## config.mk

```make
export PLATFORM = sky130hd
export DESIGN_NAME = dtpw_ctrl
export DESIGN_NICKNAME = d
export VERILOG_FILES = /design/src/hw/rtl/dtpw_pkg.sv /design/src/hw/rtl/dtpw_ctrl.sv
export SDC_FILE = /design/constraint.sdc
export NUM_CORES = 1
export LEC_CHECK = 0
export ABC_AREA = 0
export BUFFER_PORTS_ARGS = -buffer_cell sky130_fd_sc_hd__buf_4
export CAP_MARGIN = 20
export CORE_AREA = 10 10 47 49
export CTS_CLUSTER_DIAMETER = 200
export DETAILED_ROUTE_END_ITERATION = 8
export DIE_AREA = 0 0 57 59
export PLACE_DENSITY = 0.45
export RECOVER_POWER = 25
export SETUP_SLACK_MARGIN = 0.4
export SKIP_LAST_GASP = 1
export SLEW_MARGIN = 0
export SYNTH_ARGS = -nofsm -noshare
export SYNTH_HDL_FRONTEND = slang
export SYNTH_SLANG_ARGS = --single-unit
```

## constraint.sdc

```tcl
create_clock -name clk -period 2.4 [get_ports clk]
set_clock_uncertainty 0.15 [all_clocks]
set_input_delay 0.12 -clock clk [delete_from_list [all_inputs] [get_ports clk]]
set_output_delay 0.12 -clock clk [all_outputs]
set_load 0.05 [all_outputs]
```

## src/hw/rtl/dtpw_pkg.sv

```systemverilog
// ----------------------------------------------------------------------------
// dtpw_pkg: shared types and constants for the depth-tested pixel write core
// Holds field widths, operation and register codes, the controller state
// encoding and the command/status structs between controller and datapath.
// ----------------------------------------------------------------------------
package dtpw_pkg;

	// Field widths fixed by the interface
	localparam int FrameWidthW  = 10;
	localparam int FrameHeightW = 9;
	localparam int MaskW        = 3;
	localparam int CfgIndexW    = 2;
	localparam int CfgDataW     = 10;
	localparam int CoordInW     = 16;
	localparam int DepthW       = 16;
	localparam int ColorW       = 32;
	localparam int ChanW        = 8;

	// Coordinate bits used in address maths (frame dimensions up to 8192)
	localparam int CoordW       = 13;
	// Comparison width for coordinates against frame dimensions
	localparam int CmpW         = 17;

	localparam logic [DepthW-1:0] ClearDepth  = 16'hFFFF;
	localparam logic [ChanW-1:0]  AlphaOpaque = 8'hFF;
	localparam logic [ChanW-1:0]  ChanMax     = 8'hFF;

	// Pixel operations
	typedef enum logic [1:0] {
		MODE_DEPTH = 2'd0,
		MODE_ADD   = 2'd1,
		MODE_MAX   = 2'd2,
		MODE_CLEAR = 2'd3
	} mode_t;

	// Configuration register indexes
	typedef enum logic [CfgIndexW-1:0] {
		REG_FRAME_WIDTH  = 2'd0,
		REG_FRAME_HEIGHT = 2'd1,
		REG_CHANNEL_MASK = 2'd2
	} cfg_reg_t;

	// Controller states
	typedef enum logic [2:0] {
		ST_IDLE,
		ST_ADDR,
		ST_READ,
		ST_TEST,
		ST_CLEAR,
		ST_FINISH
	} state_t;

	// Controller to datapath commands
	typedef struct packed {
		logic capture;   // take the input word
		logic addr_en;   // register row offset product
		logic rd_en;     // read depth entry
		logic test_en;   // compare and conditionally write depth
		logic clr_en;    // write one clear entry and advance sweep
		logic load;      // load result into output register
	} ctrl_cmd_t;

	// Datapath to controller status
	typedef struct packed {
		logic in_frame;  // captured pixel lies inside the frame
		logic clr_done;  // sweep at last entry
		logic out_free;  // output register can take a word this cycle
	} ctrl_stat_t;

endpackage

```

## src/hw/rtl/dtpw_ctrl.sv

```systemverilog
// ----------------------------------------------------------------------------
// dtpw_ctrl: sequencing state machine
// Steps one word at a time through capture, address, read, test, clear sweep
// and result hand-off, issuing commands to the datapath.
// ----------------------------------------------------------------------------
module dtpw_ctrl (
	input  logic                  clk,
	input  logic                  arst_n,
	input  logic                  in_valid,
	input  logic [1:0]            in_mode,
	output logic                  in_ready,
	input  dtpw_pkg::ctrl_stat_t  stat,
	output dtpw_pkg::ctrl_cmd_t   cmd
);

	dtpw_pkg::state_t state_q;
	dtpw_pkg::state_t state_d;

	// State register
	always_ff @(posedge clk or negedge arst_n) begin
		if (!arst_n) begin
			state_q <= dtpw_pkg::ST_IDLE;
		end else begin
			state_q <= state_d;
		end
	end

	// Next state
	always_comb begin
		state_d = state_q;
		case (state_q)
			dtpw_pkg::ST_IDLE: begin
				if (in_valid) begin
					case (dtpw_pkg::mode_t'(in_mode))
						dtpw_pkg::MODE_DEPTH: state_d = dtpw_pkg::ST_ADDR;
						dtpw_pkg::MODE_CLEAR: state_d = dtpw_pkg::ST_CLEAR;
						default:              state_d = dtpw_pkg::ST_FINISH;
					endcase
				end
			end
			dtpw_pkg::ST_ADDR: begin
				state_d = stat.in_frame ? dtpw_pkg::ST_READ : dtpw_pkg::ST_FINISH;
			end
			dtpw_pkg::ST_READ:  state_d = dtpw_pkg::ST_TEST;
			dtpw_pkg::ST_TEST:  state_d = dtpw_pkg::ST_FINISH;
			dtpw_pkg::ST_CLEAR: begin
				if (stat.clr_done) begin
					state_d = dtpw_pkg::ST_FINISH;
				end
			end
			dtpw_pkg::ST_FINISH: begin
				if (stat.out_free) begin
					state_d = dtpw_pkg::ST_IDLE;
				end
			end
			default: state_d = dtpw_pkg::ST_IDLE;
		endcase
	end

	// Command outputs
	always_comb begin
		cmd      = '0;
		in_ready = 1'b0;
		case (state_q)
			dtpw_pkg::ST_IDLE: begin
				in_ready    = 1'b1;
				cmd.capture = in_valid;
			end
			dtpw_pkg::ST_ADDR:   cmd.addr_en = 1'b1;
			dtpw_pkg::ST_READ:   cmd.rd_en   = 1'b1;
			dtpw_pkg::ST_TEST:   cmd.test_en = 1'b1;
			dtpw_pkg::ST_CLEAR:  cmd.clr_en  = 1'b1;
			dtpw_pkg::ST_FINISH: cmd.load    = stat.out_free;
			default: ;
		endcase
	end

endmodule

```

==> run summary <==
================================================================================
Run status ........................................................    completed
Overflow left after global routing ................................            0
Reg with most FFs .................................................      state_q
Fraction of the cycle the final worst path needs ..................        0.689
Fraction of power spent switching nets ............................        0.554
Detailed Routing Iterations Pass 1 ................................            4
Switching pwr .....................................................     0.374 mW
Wire length of the first global-routing pass ......................      1.30 mm
Final critical delay including setup and external delays ..........      1.65 ns
Part of the total power dissipated in combinational logic .........        0.626
Pwr dens ..........................................................  1620 mW/mm²
Clk pin slew, worst setup/hold paths ..............................      0.04 ns
Synth Area in Compound Gates ......................................        0.188
Setup Viol. Count Final ...........................................            0
Sequential cell fraction of total power ...........................        0.241
Number of placement rows ..........................................           14
Cell type contributing the most total cell area after synthesis ...      dfrtp_1
Remaining routing DRC violations ..................................            0
Total power .......................................................     0.676 mW
Peak supply drop ..................................................     0.627 mV
Pin count of the biggest net entering global routing ..............           16
Area delta synth->final ...........................................        60.6%
Relative slew slack ...............................................        0.700
Net count of the mapped netlist ...................................           42
DRC violation total after the first TritonRoute iteration .........            6
Share of synthesized cell area in and, or, nand and nor gates .....        0.413
Hold-fix buffer count after cts ...................................            2
Synth Cell Area ...................................................      260 µm²
Final worst-path setup slack ......................................     0.745 ns
Worst slew pin tran ...............................................     0.450 ns
Final hold violation count ........................................            0
Global Route Usage Sum ............................................       0.0480
P_int .............................................................     0.301 mW
Placeable core region .............................................  0.00140 mm²
Via count of the first global-routing pass ........................          311
Mean number of vias per cell ......................................         4.42
LEAKAGE ...........................................................     0.193 nW
Cell area after placement .........................................      375 µm²
Post-Syn Area per Cell ............................................     7.65 µm²
Worst path max stage delay ........................................      0.53 ns
Mux cell area share after synthesis ...............................            0
CTS tree ..........................................................          yes
Fraction of post-synthesis cell area in the top cell type by area .        0.288
Root cell of the clock tree .......................................     clkbuf_4
Reported max-cap violation count ..................................            0
Unique masters post-synth .........................................           21
Fraction of layout instances using a drive strength above 1 .......        0.333
Horiz. Die Dim ....................................................        57 µm
Max-slew violations ...............................................            0
HPWL after detailed placement .....................................       585 µm
XOR/XNOR Fraction of Synth Area ...................................            0
RePlAce Congestion ................................................        0.736
Flip-flop and latch count after synthesis .........................            3
Post-place setup slack ............................................     0.978 ns
Worst setup SP type ...............................................     register
Setup total negative slack ........................................         0 ns
Die area ..........................................................  0.00336 mm²
Count of nets after finishing .....................................           60
Clk pwr share .....................................................        0.133
Maximum fanout count along the critical path ......................           10
Critical path class ............................................... register to output port
Total detailed-routing wirelength .................................       777 µm
Fin util ..........................................................        0.298
CTS Buffer Depth ..................................................            2
Starting density of the core ......................................        0.186
Final antenna-violating net count .................................            0
Synth Area in Adders ..............................................            0
IO Pins ...........................................................           15
Diode insertion count for antenna repair ..........................            0
Met2 global-route usage ...........................................       0.0574
DR WL/cell ........................................................      11.6 µm
Initial antenna violation count ...................................            0
Number of CTS-inserted buffers ....................................            3
Setup repair after global routing missed its margin ...............           no
H-tree level count ................................................            1
Max Clk Rate ......................................................      604 MHz
Sink Count ........................................................            3
Synth area leaders ................................................ dfrtp_1 (29%), nand2b_1 (7.2%), nor2_1 (5.8%), buf_6 (4.3%), nand2_1 (4.3%)
Die Span Y ........................................................        59 µm
Cell count after synthesis ........................................           34
Worst endpoint required time ......................................      2.13 ns
Number of flip-flops under the largest register name ..............            3
Data arrival time of the critical path ............................      1.38 ns
Number of warning messages in the yosys log .......................            0
Endpoint class of the critical path ...............................  output port
Smallest hold slack ...............................................    0.0285 ns
Largest registers .................................................  state_q (3)
Portion of the post-synthesis area used by sequential elements ....        0.288
Largest family of logic cells by synthesized area ................. simple AND/OR/NAND/NOR gates
Number of setup buffers added after CTS ...........................            0
Number of port buffers ............................................           14
Via count .........................................................          296
Final standard cell count with taps included and fillers excluded .           67
Worst-skew pair later-pin latency .................................      0.23 ns
HP Class .......................................................... input port to register
Post-CTS resize count .............................................            0
Most used routing layer ...........................................         met1
CP Cell Sequence .................................................. or2b_1, nor2_1, buf_4
Cell total after placement ........................................           61
Post-layout instance area .........................................      418 µm²
Met1 track demand over resource in global routing .................       0.0608
Met3 track utilization from global routing ........................       0.0236
Crit path max-delay cell type .....................................      dfrtp_1
================================================================================
==> layer usage <==
layer / routed length, µm / vias up
li1: - / 153
met1: 364 / 134
met2: 349 / 9
met3: 63 / 0
met4: 0 / 0
met5: 0 / -
==> worst max-delay path: cells and delay by family, from the launching register on <==
kind	cells	cell delay, ns
buffers and inverters	1	0.20
AND/OR/NAND/NOR	2	0.41
flip-flops	1	0.53
==> logic make-up (layout without fill, tap and decap cells) <==
kind of cell | count (synthesis) | count (layout)
simple gates | 19 | 19
compound gates | 7 | 7
buf+inv | 5 | 22
flops | 3 | 3
==> power by group through the flow <==
| stage | logic [mW] | clock network [mW] | registers [mW] |
|---|---|---|---|
| 2_1_floorplan | 0.402 | 0 | 0.0932 |
| 3_3_place_gp | 0.429 | 0 | 0.166 |
| 3_5_place_dp | 0.424 | 0 | 0.166 |
| 4_1_cts | 0.429 | 0.0943 | 0.163 |
| 5_1_grt | 0.455 | 0.102 | 0.175 |
| 6_report | 0.423 | 0.0898 | 0.163 |
==> area by class of cell <==
class	instances	area (µm²)
Tap cell	16	20.0
Fill cell	165	983
Multi-Input combinational cell	26	168
Inverter	2	7.51
Timing Repair Buffer	16	121
Sequential cell	3	75.1
Clock buffer	4	26.3
==> path summary, 6_finish.rpt <==
path	cells past startpoint	startpoint	to	slack, ns
worst max-delay path	3	state_q[2]	cmd[0]	0.75
worst min-delay path	3	stat[2]	state_q[1]	0.03
worst max register to register	3	state_q[2]	state_q[2]	0.96
worst min register to register	1	state_q[2]	state_q[1]	0.50
max in group asynchronous	2	arst_n	state_q[0]	1.88
min in group asynchronous	2	arst_n	state_q[1]	0.07
==> cell usage in the layout (no fill, tap or decap) <==
cell           synthesis  final
buf_4                  0     13
o32a_1                 1      1
a21oi_1                2      2
o32ai_1                1      1
nand2b_1               3      3
clkbuf_4               0      3
inv_1                  2      2
nor2_1                 4      4
nand3b_1               1      1
or3_1                  1      1
and3_1                 1      1
nand4bb_1              1      1
nor3_4                 0      1
clkbuf_1               0      2
a32oi_1                1      1
nor3_1                 2      1
o22ai_1                1      1
or2b_1                 1      1
dfrtp_1                3      3
and2_1                 1      1
nand2_1                3      3
o21ai_0                1      1
nor3b_1                1      1
dlygate4sd3_1          0      2
==> synth_stat cells <==
| cell type | n |
|---|---|
| nor2_1 | 4 |
| dfrtp_1 | 3 |
| nand2_1 | 3 |
| nand2b_1 | 3 |
| a21oi_1 | 2 |
| buf_2 | 2 |
| inv_1 | 2 |
| nor3_1 | 2 |
| a32oi_1 | 1 |
| and2_1 | 1 |
| and3_1 | 1 |
| buf_6 | 1 |
| nand3b_1 | 1 |
| nand4bb_1 | 1 |
| nor3b_1 | 1 |
| o21ai_0 | 1 |
| o22ai_1 | 1 |
| o32a_1 | 1 |
| o32ai_1 | 1 |
| or2b_1 | 1 |
| or3_1 | 1 |
Power figures use the tool's default switching activity.
